File: src/hdl/eav_pkg.sv
`timescale 1ns / 1ps
package eav_pkg;

  localparam int          CHAR_W   = 8;
  localparam int          TAIL_W   = 2;
  localparam logic [TAIL_W-1:0] TAIL_MAX = 2'd3;
  localparam logic [TAIL_W-1:0] TAIL_MIN = 2'd2;

  localparam logic [CHAR_W-1:0] CH_AT     = 8'h40;
  localparam logic [CHAR_W-1:0] CH_DOT    = 8'h2E;
  localparam logic [CHAR_W-1:0] CH_HYPHEN = 8'h2D;
  localparam logic [CHAR_W-1:0] CH_UNDER  = 8'h5F;
  localparam logic [CHAR_W-1:0] CH_PLUS   = 8'h2B;

  typedef struct packed {
    logic              after_separator;
    logic              local_good;
    logic              label_nonempty;
    logic              domain_good;
    logic              dot_seen;
    logic              prefix_good_at_dot;
    logic [TAIL_W-1:0] tail_letter_count;
    logic              tail_all_letters;
  } eav_flags_t;

  localparam eav_flags_t FLAGS_RESET = '{
    after_separator:    1'b0,
    local_good:         1'b1,
    label_nonempty:     1'b0,
    domain_good:        1'b1,
    dot_seen:           1'b0,
    prefix_good_at_dot: 1'b0,
    tail_letter_count:  '0,
    tail_all_letters:   1'b1
  };

  function automatic logic is_letter(input logic [CHAR_W-1:0] c);
    return ((c >= 8'h41) && (c <= 8'h5A)) || ((c >= 8'h61) && (c <= 8'h7A));
  endfunction

  function automatic logic is_alnum(input logic [CHAR_W-1:0] c);
    return is_letter(c) || ((c >= 8'h30) && (c <= 8'h39));
  endfunction

endpackage

File: src/hdl/email_address_validator_core.sv
`timescale 1ns / 1ps
// The final byte passes the input register and then the output register on its way to out_valid.
// Throughput: one byte per cycle; an input register and an output register
// separate the channels, and only final bytes wait on a stalled output.
// Reset (rst_n low, synchronous) empties both registers and returns the
// scan flags to the start-of-string state.
module email_address_validator_core import eav_pkg::*; (
  input  logic              clk,
  input  logic              rst_n,
  input  logic              in_valid,
  output logic              in_ready,
  input  logic [CHAR_W-1:0] in_char_byte,
  input  logic              in_end_of_string,
  output logic              out_valid,
  input  logic              out_ready,
  output logic              out_is_valid
);

  logic              s1_valid_r, s1_valid_nxt;
  logic [CHAR_W-1:0] s1_char_r;
  logic              s1_eos_r;
  logic              s1_adv;
  logic              out_valid_r, out_valid_nxt;
  logic              out_is_valid_r;
  logic              verdict;

  assign s1_adv   = s1_valid_r && (!s1_eos_r || !out_valid_r || out_ready);
  assign in_ready = !s1_valid_r || s1_adv;

  eav_scan u_scan (
    .clk           (clk),
    .rst_n         (rst_n),
    .advance       (s1_adv),
    .char_byte     (s1_char_r),
    .end_of_string (s1_eos_r),
    .verdict       (verdict)
  );

  always_comb begin
    s1_valid_nxt = s1_valid_r;
    if (in_ready) s1_valid_nxt = in_valid;
    out_valid_nxt = out_valid_r && !out_ready;
    if (s1_adv && s1_eos_r) out_valid_nxt = 1'b1;
  end

  always_ff @(posedge clk) begin
    if (!rst_n) begin
      s1_valid_r  <= 1'b0;
      out_valid_r <= 1'b0;
    end else begin
      s1_valid_r  <= s1_valid_nxt;
      out_valid_r <= out_valid_nxt;
    end
  end

  always_ff @(posedge clk) begin
    if (in_valid && in_ready) begin
      s1_char_r <= in_char_byte;
      s1_eos_r  <= in_end_of_string;
    end
    if (s1_adv && s1_eos_r) begin
      out_is_valid_r <= verdict;
    end
  end

  assign out_valid    = out_valid_r;
  assign out_is_valid = out_is_valid_r;

endmodule

File: src/hdl/eav_scan.sv
`timescale 1ns / 1ps
module eav_scan import eav_pkg::*; (
  input  logic              clk,
  input  logic              rst_n,
  input  logic              advance,
  input  logic [CHAR_W-1:0] char_byte,
  input  logic              end_of_string,
  output logic              verdict
);

  eav_flags_t flags_r;
  eav_flags_t flags_nxt;
  eav_flags_t upd;

  always_comb begin
    upd = flags_r;
    if (!flags_r.after_separator) begin
      if (char_byte == CH_AT) begin
        if (!flags_r.label_nonempty) upd.local_good = 1'b0;
        upd.after_separator = 1'b1;
        upd.label_nonempty  = 1'b0;
      end else if (char_byte == CH_DOT) begin
        if (!flags_r.label_nonempty) upd.local_good = 1'b0;
        upd.label_nonempty = 1'b0;
      end else if (is_alnum(char_byte) || char_byte == CH_UNDER ||
                   char_byte == CH_PLUS || char_byte == CH_HYPHEN) begin
        upd.label_nonempty = 1'b1;
      end else begin
        upd.local_good = 1'b0;
      end
    end else begin
      if (char_byte == CH_DOT) begin
        upd.prefix_good_at_dot = flags_r.domain_good && flags_r.label_nonempty;
        upd.dot_seen           = 1'b1;
        upd.tail_letter_count  = '0;
        upd.tail_all_letters   = 1'b1;
      end else if (is_letter(char_byte)) begin
        if (flags_r.tail_letter_count != TAIL_MAX)
          upd.tail_letter_count = flags_r.tail_letter_count + 1'b1;
      end else begin
        upd.tail_all_letters = 1'b0;
      end

      if (char_byte == CH_DOT || char_byte == CH_HYPHEN) begin
        if (!flags_r.label_nonempty) upd.domain_good = 1'b0;
        upd.label_nonempty = 1'b0;
      end else if (is_alnum(char_byte)) begin
        upd.label_nonempty = 1'b1;
      end else begin
        upd.domain_good = 1'b0;
      end
    end
  end

  assign verdict = upd.after_separator && upd.local_good && upd.dot_seen &&
                   upd.prefix_good_at_dot && (upd.tail_letter_count >= TAIL_MIN) &&
                   upd.tail_all_letters;

  always_comb begin
    flags_nxt = flags_r;
    if (advance) flags_nxt = end_of_string ? FLAGS_RESET : upd;
  end

  always_ff @(posedge clk) begin
    if (!rst_n) begin
      flags_r <= FLAGS_RESET;
    end else begin
      flags_r <= flags_nxt;
    end
  end

endmodule
File: config.mk
export PLATFORM = sky130hd
export DESIGN_NAME = email_address_validator_core
export DESIGN_NICKNAME = d
export VERILOG_FILES = /design/src/hdl/eav_pkg.sv /design/src/hdl/email_address_validator_core.sv /design/src/hdl/eav_scan.sv
export SDC_FILE = /design/constraint.sdc
export NUM_CORES = 1
export LEC_CHECK = 0
export ABC_AREA = 0
export BUFFER_PORTS_ARGS = -buffer_cell sky130_fd_sc_hd__buf_2
export CORE_AREA = 8 8 53 55
export DETAILED_ROUTE_END_ITERATION = 10
export DIE_AREA = 0 0 61 63
export GPL_TIMING_DRIVEN = 0
export PLACE_DENSITY = 0.75
export SYNTH_ARGS = -nofsm -noshare
export SYNTH_HDL_FRONTEND = slang
export SYNTH_SLANG_ARGS = --single-unit
File: constraint.sdc
create_clock -name clk -period 3.65 [get_ports clk]
set_clock_uncertainty 0.1 [all_clocks]
set_input_delay 0.1825 -clock clk [delete_from_list [all_inputs] [get_ports clk]]
set_output_delay 0.1825 -clock clk [all_outputs]
set_load 0.01 [all_outputs]
==> reports/metrics.yaml, run 1 <==
status: "complete, no violations"
worst-path-buf-inv: 0
final_cell_mix: "buf_2, dfxtp_1, nand2_1, dlygate4sd3_1, edfxtp_1"
reg2reg_depth: 5
syn-cell-area_sq_mm: 0.00106
total_leakage_power_nw: 0.473
r2r_start: "s1_char_r[4]$_DFFE_PP_"
insertion_delay_ns: 0.30
crit_slowest_cell: "or4_4"
via_count: 897
r2r-end: "out_is_valid$_DFFE_PP_"
multi_input_area_sq_um: 505
synth.avg_cell_area_sq_um: 10.6
place_congestion: 0.827
crit_arrival_ns: 2.30
reg2reg_slack_ns: 1.31
grt_pass1_vias: 901
dieArea_sq_mm: 0.00384
fin_nets: 143
clockRootBuffer: "clkbuf_4"
place_ws_ns: 1.31
syn_nets: 113
ys_seq_area_share_pct: 49.3
grt_usage_pct: 12.7
combPwrFrac_pct: 11.8
firstDrtPassIters: 4
grt_pass1_wl_um: 3830
ios: 16
cp_slowest_stage_delay_ns: 0.61
min_path_cells: 3
worstPathCellList: "or4_4 -> o221ai_4 -> nand2_1 -> o311ai_2 -> a2111oi_2"
rows: 17
hpwl_um: 1530
ys_seq_elements: 21
grt.overflow.total: 0
postRouteWirelength_um: 2200
start_kind: "register"
regArea_sq_um: 520
cts.sinks: 21
hold_path_class: "input port to register"
sequentialPowerShare_pct: 62.3
final_antenna_net_count: 0
final_common_cell: "buf_2"
nFillCells: 169
diodes: 0
slew_viol_final: 0
critPathKind: "register to register"
rsz0062_at_grt: "no"
final-setup-viol-count: 0
final.setup.tns_ns: 0
worst_pin_slew_ns: 0.936
clock_path_buffers: 2
drc: 0
cts.repair.resized: 0
synth_cell_type_count: 45
numCtsBuffers: 3
cts.clk_slew.worst_paths_ns: 0.11
power_density_mw_per_mm2: 332
tritoncts: "done"
p_sw_share_pct: 24.0
place.port_buffers: 15
die_width_um: 61
fin_crit_ns: 2.34
core_area_sq_mm: 0.00206
start_util_pct: 51.2
post_cts_buffers: 0
vdd_drop_max_v: 0.000237
fin_ws_ns: 1.31
antenna_found_initial: 0
area_growth_syn_to_layout_pct: 22.4
drive_gt1_share_pct: 23.3
power_switching_w: 0.000103
synthFlopType: "dfxtp_1"
maxCapViolCount: 0
ys_warn_count: 0
chipHeight_um: 63
fmaxAchievable_mhz: 427
clkPwrFrac_pct: 25.9
synth-edff-count: 10
routedWlPerCell_um: 14.0
power_w: 0.000429
dr.first_iter.drc_count: 33
worstSetupEndpointType: "register"
viasPerCell: 5.71
period_share_pct: 64.2
crit_family: "simple AND/OR/NAND/NOR gates"
min-delay-start: "in_valid"
async_flop_share_pct: 0
required_ns: 3.61
max_slew_margin_pct: 37.3
htree_num_levels: 1
holdPathEnd: "s1_valid_r$_SDFFE_PN0N_"
hold_viol: 0
intPower_w: 0.000326
grt_start_max_net_pins: 12
netlist_instances: 100
crit_path_max_fanout: 7
==> what timing repair did <==
| item | 4_1_cts | 5_1_grt |
|---|---|---|
| hold endpoints to repair | 10 | 0 |
| endpoints found under the setup margin | 0 | 0 |
| hold buffers | 10 | 0 |
==> cells in the mapped netlist (2+ instances only) <==
| cell | number | share of area (%) |
|---|---|---|
| a21oi_1 | 7 | 3.3 |
| dfxtp_1 | 11 | 21 |
| edfxtp_1 | 10 | 28 |
| inv_1 | 5 | 1.8 |
| nand2_1 | 10 | 3.6 |
| nand3_1 | 3 | 1.4 |
| nand4_1 | 2 | 1.2 |
| nor2_1 | 9 | 3.2 |
| nor2b_1 | 2 | 1.2 |
| nor3_1 | 2 | 0.95 |
| o21ai_0 | 4 | 1.9 |
| or3_1 | 2 | 1.2 |
==> sequential cells by signal, indices dropped and copies added, names as in the netlist <==
signal and cells:
u_scan.flags_r 9, s1_char_r 8, out_is_valid 1, out_valid 1
s1_eos_r 1, s1_valid_r 1
==> kinds of logic after synthesis <==
family	after synthesis	share of synthesized area [%]
AOI/OAI and AO/OA	27	20.6
DFF	21	49.3
buffers and inverters	7	2.84
and+or+nand+nor	43	25.6
xor gates and xnor gates	2	1.66
==> routing by layer <==
| metal | vias to the layer above | wire, um | track usage [%] | share of wire, % |
|---|---|---|---|---|
| li1 | 442 | - | - | - |
| met3 | 4 | 108 | 4.32 | 4.9 |
| met1 | 429 | 989 | 15.3 | 45 |
| met2 | 22 | 1070 | 19.6 | 49 |
| met5 | - | 0 | 0 | 0 |
| met4 | 0 | 27 | 5.54 | 1.2 |
==> worst register-to-register path, delay by kind of cell (launching register included) <==
family	cells	cell delay (ns)
AO/OA/AOI/OAI	3	0.72
flip-flops	1	0.50
AND/OR/NAND/NOR	2	0.79
==> power by group through the flow <==
stage | Clock [W] | Sequential, W | Combinational, W
2_1_floorplan | 0 | 0.000270 | 0.0000287
3_3_place_gp | 0 | 0.000272 | 0.0000405
3_5_place_dp | 0 | 0.000272 | 0.0000415
4_1_cts | 0.000111 | 0.000267 | 0.0000500
5_1_grt | 0.000122 | 0.000269 | 0.0000554
6_report | 0.000111 | 0.000267 | 0.0000504
==> final cells by class <==
class,instances,area share [%]
tap,28,2.71
inverter,5,1.45
clock buffer,4,2.03
timing repair buffer,25,13.6
buffer,2,0.871
sequential,21,40.3
multi-input combinational,72,39.1
==> worst max path at each step <==
stage / slack [ns] / end / from / cells past startpoint
after floorplan: 1.48 / out_is_valid$_DFFE_PP_ / s1_char_r[4]$_DFFE_PP_ / 5
after global placement: 1.34 / out_is_valid$_DFFE_PP_ / s1_char_r[4]$_DFFE_PP_ / 5
after detailed placement: 1.31 / out_is_valid$_DFFE_PP_ / s1_char_r[4]$_DFFE_PP_ / 5
after CTS: 1.31 / out_is_valid$_DFFE_PP_ / s1_char_r[4]$_DFFE_PP_ / 5
after global routing: 1.20 / out_is_valid$_DFFE_PP_ / s1_char_r[4]$_DFFE_PP_ / 5
final: 1.31 / out_is_valid$_DFFE_PP_ / s1_char_r[4]$_DFFE_PP_ / 5
==> metrics by stage <==
step	instance area [sq um]	hold WS, ns	cells	utilization, %
floorplan	1060	0.154	100	-
global placement	1170	0.258	143	56.5
detailed placement	1170	0.261	143	56.5
CTS	1290	0.0294	157	62.6
global route	1290	0.0278	157	62.6
finish	1290	0.0263	157	62.6
No activity file was read; power rests on OpenSTA's default activity.
==> inputs of run 2 (changes only) <==
ABC_AREA = 1   (was 0)
CORE_AREA = 8 8 58 60   (was 8 8 53 55)
DIE_AREA = 0 0 66 68   (was 0 0 61 63)
PLACE_DENSITY = 0.71   (was 0.75)
clock period = 1.9 ns   (was 3.65 ns; I/O delays follow)
==> reports/metrics.yaml, run 2 <==
status: "complete, no violations"  # unchanged
via_count: 1049  # was 897
yosys.area.top_type: "edfxtp_1"  # unchanged
synthFlopType: "dfxtp_1"  # unchanged
netlist_instances: 162  # was 100
drc: 0  # unchanged
place_congestion: 0.843  # was 0.827
worstSetupEndpointType: "register"  # unchanged
crit_path_max_fanout: 6  # was 7
area_growth_syn_to_layout_pct: 21.5  # was 22.4%
htree_num_levels: 1  # unchanged
ys_top_cells_by_count: "nand2_1, nor2_1, inv_1"  # was dfxtp_1, edfxtp_1, nand2_1
ios: 16  # unchanged
nFillCells: 239  # was 169
largest_register_ffs: 9  # unchanged
diodes: 0  # unchanged
chipHeight_um: 68  # was 63 um
place.port_buffers: 15  # unchanged
rows: 19  # was 17
grt_pass1_vias: 1050  # was 901
fmaxAchievable_mhz: 602  # was 427 MHz
final_antenna_net_count: 0  # unchanged
rsz0062_at_grt: "no"  # unchanged
grt_start_max_net_pins: 12  # unchanged
synth.most_common_cell: "nand2_1"  # was dfxtp_1
post_cts_buffers: 0  # unchanged
async_flop_share_pct: 0  # unchanged
cts.clk_slew.worst_paths_ns: 0.11  # about the same
max_slew_margin_pct: 78.4  # was 37.3%
final-setup-viol-count: 0  # unchanged
required_ns: 1.87  # was 3.61 ns
synth.area.top_cells: "edfxtp_1, dfxtp_1, nand2_1"  # unchanged
clockRootBuffer: "clkbuf_4"  # unchanged
syn_nets: 175  # was 113
antenna_found_initial: 0  # unchanged
routedWlPerCell_um: 10.3  # was 14.0 um
synth_cell_type_count: 23  # was 45
die_width_um: 66  # was 61 um
hold_path_class: "input port to register"  # unchanged
tritoncts: "done"  # unchanged
numCtsBuffers: 3  # unchanged
synth.avg_cell_area_sq_um: 7.20  # was 10.6 sq um
synth-edff-count: 10  # unchanged
fin_crit_ns: 1.66  # was 2.34 ns
vdd_drop_max_v: 0.000444  # was 0.000237 V
cts.sinks: 21  # unchanged
final.setup.tns_ns: 0  # unchanged
fin_nets: 206  # was 143
final_cell_mix: "nand2_1, nor2_1, inv_1"  # was buf_2, dfxtp_1, nand2_1, dlygate4sd3_1, edfxtp_1
yosysTopAreaCellShare_pct: 25.8  # was 28.4%
ys_seq_elements: 21  # unchanged
dieArea_sq_mm: 0.00449  # was 0.00384 sq mm
drive_gt1_share_pct: 20.8  # was 23.3%
worst_pin_slew_ns: 0.324  # was 0.936 ns
clock_path_buffers: 2  # unchanged
maxCapViolCount: 0  # unchanged
hold_viol: 0  # unchanged
insertion_delay_ns: 0.30  # about the same
ys_seq_area_share_pct: 44.6  # was 49.3%
period_share_pct: 87.5  # was 64.2%
firstDrtPassIters: 4  # unchanged
hpwl_um: 1810  # was 1530 um
crit_arrival_ns: 1.64  # was 2.30 ns
core_area_sq_mm: 0.00257  # was 0.00206 sq mm
dp.cells: 208  # was 143
postRouteWirelength_um: 2310  # was 2200 um
ys_warn_count: 0  # unchanged
viasPerCell: 4.70  # was 5.71
slew_viol_final: 0  # unchanged
top_register: "u_scan.flags_r"  # unchanged
total_leakage_power_nw: 0.675  # was 0.473 nW
grt.overflow.total: 0  # unchanged
start_util_pct: 45.4  # was 51.2%
start_kind: "register"  # unchanged
critPathKind: "register to register"  # unchanged
syn-cell-area_sq_mm: 0.00117  # was 0.00106 sq mm
dr.first_iter.drc_count: 21  # was 33
final_cells: 223  # was 157
whs_ns: 0.0237  # was 0.0263 ns
grt_pass1_wl_um: 4130  # was 3830 um
final_common_cell: "nand2_1"  # was buf_2
grt_usage_pct: 11.6  # was 12.7%
power_density_mw_per_mm2: 583  # was 332 mW/mm^2
largestRegisters: "u_scan.flags_r (9), s1_char_r (8)"  # unchanged
run 2: changes by cell type in the layout (fill, tap and decap cells not counted), moves of 3 or more:
cell | before | now
inv_2 | 0 | 7
nand2_2 | 0 | 5
nand2_1 | 10 | 42
nand3_1 | 3 | 10
inv_1 | 5 | 22
nor2_1 | 9 | 25
o21ai_1 | 0 | 3
run 2: worst paths after layout:
kind,startpoint,to,slack [ns],cells after the start
worst max-delay path,s1_char_r[4]$_DFFE_PP_,out_is_valid$_DFFE_PP_,0.24,9
worst min-delay path,out_ready,s1_valid_r$_SDFFE_PN0N_,0.02,4
worst max register to register,s1_char_r[4]$_DFFE_PP_,out_is_valid$_DFFE_PP_,0.24,9
worst min register to register,u_scan.flags_r[5]$_SDFFE_PN1P_,u_scan.flags_r[5]$_SDFFE_PN1P_,0.37,2
run 2: logic make-up (layout without fill, tap and decap cells):
family          Yosys count  after routing  synth area share, %
simple gates             92             92                 36.2
buf+inv                  30             60                 9.76
flops                    21             21                 44.6
compound gates           19             19                 9.44
run 2: per-layer routing:
layer	track usage (%)	up-vias	share of wire (%)
met4	4.80	0	1.8
met1	12.8	464	46
met3	2.78	5	2.9
met5	0	-	0
li1	-	569	-
met2	21.1	11	49
run 2: cell type report:
type                    count  area (sq um)  share of cell area, %
multi-input cells         111           532                   37.5
flip-flops and latches     21           520                   36.7
repair buffers             26           185                   13.1
inverters                  29           109                   7.69
well taps                  31          38.8                   2.74
clock buffers               4          26.3                   1.86
plain buffers               1          5.00                  0.353
run 2: metrics by stage:
step / total power (W) / instance area [sq um] / setup slack [ns] / util, %
2_1_floorplan: 0.000579 / 1170 / 0.373 / -
3_3_place_gp: 0.000606 / 1280 / 0.257 / 49.9
3_5_place_dp: 0.000610 / 1280 / 0.229 / 49.9
4_1_cts: 0.000835 / 1420 / 0.231 / 55.2
5_1_grt: 0.000869 / 1420 / 0.130 / 55.2
6_report: 0.000826 / 1420 / 0.238 / 55.2
run 2: report_power, final:
part | internal (W) | total, W | switching (W)
Combinational | 0.0000475 | 0.000106 | 0.0000588
Clock | 0.0000819 | 0.000209 | 0.000127
Sequential | 0.000493 | 0.000511 | 0.0000176
run 2: worst max-delay path, stage by stage, from the launching register on:
cell      delay [ns]
edfxtp_1        0.50
inv_2           0.10
nand2_2         0.06
nor2_4          0.17
nand2_2         0.10
inv_2           0.07
nor2_1          0.05
o21a_1          0.17
nand2_2         0.06
a21oi_1         0.06
run 2: repair_timing:
action                    in CTS  in global routing
gates resized for setup        0                  0
hold buffers                  11                  0
hold endpoints to repair      12                  0
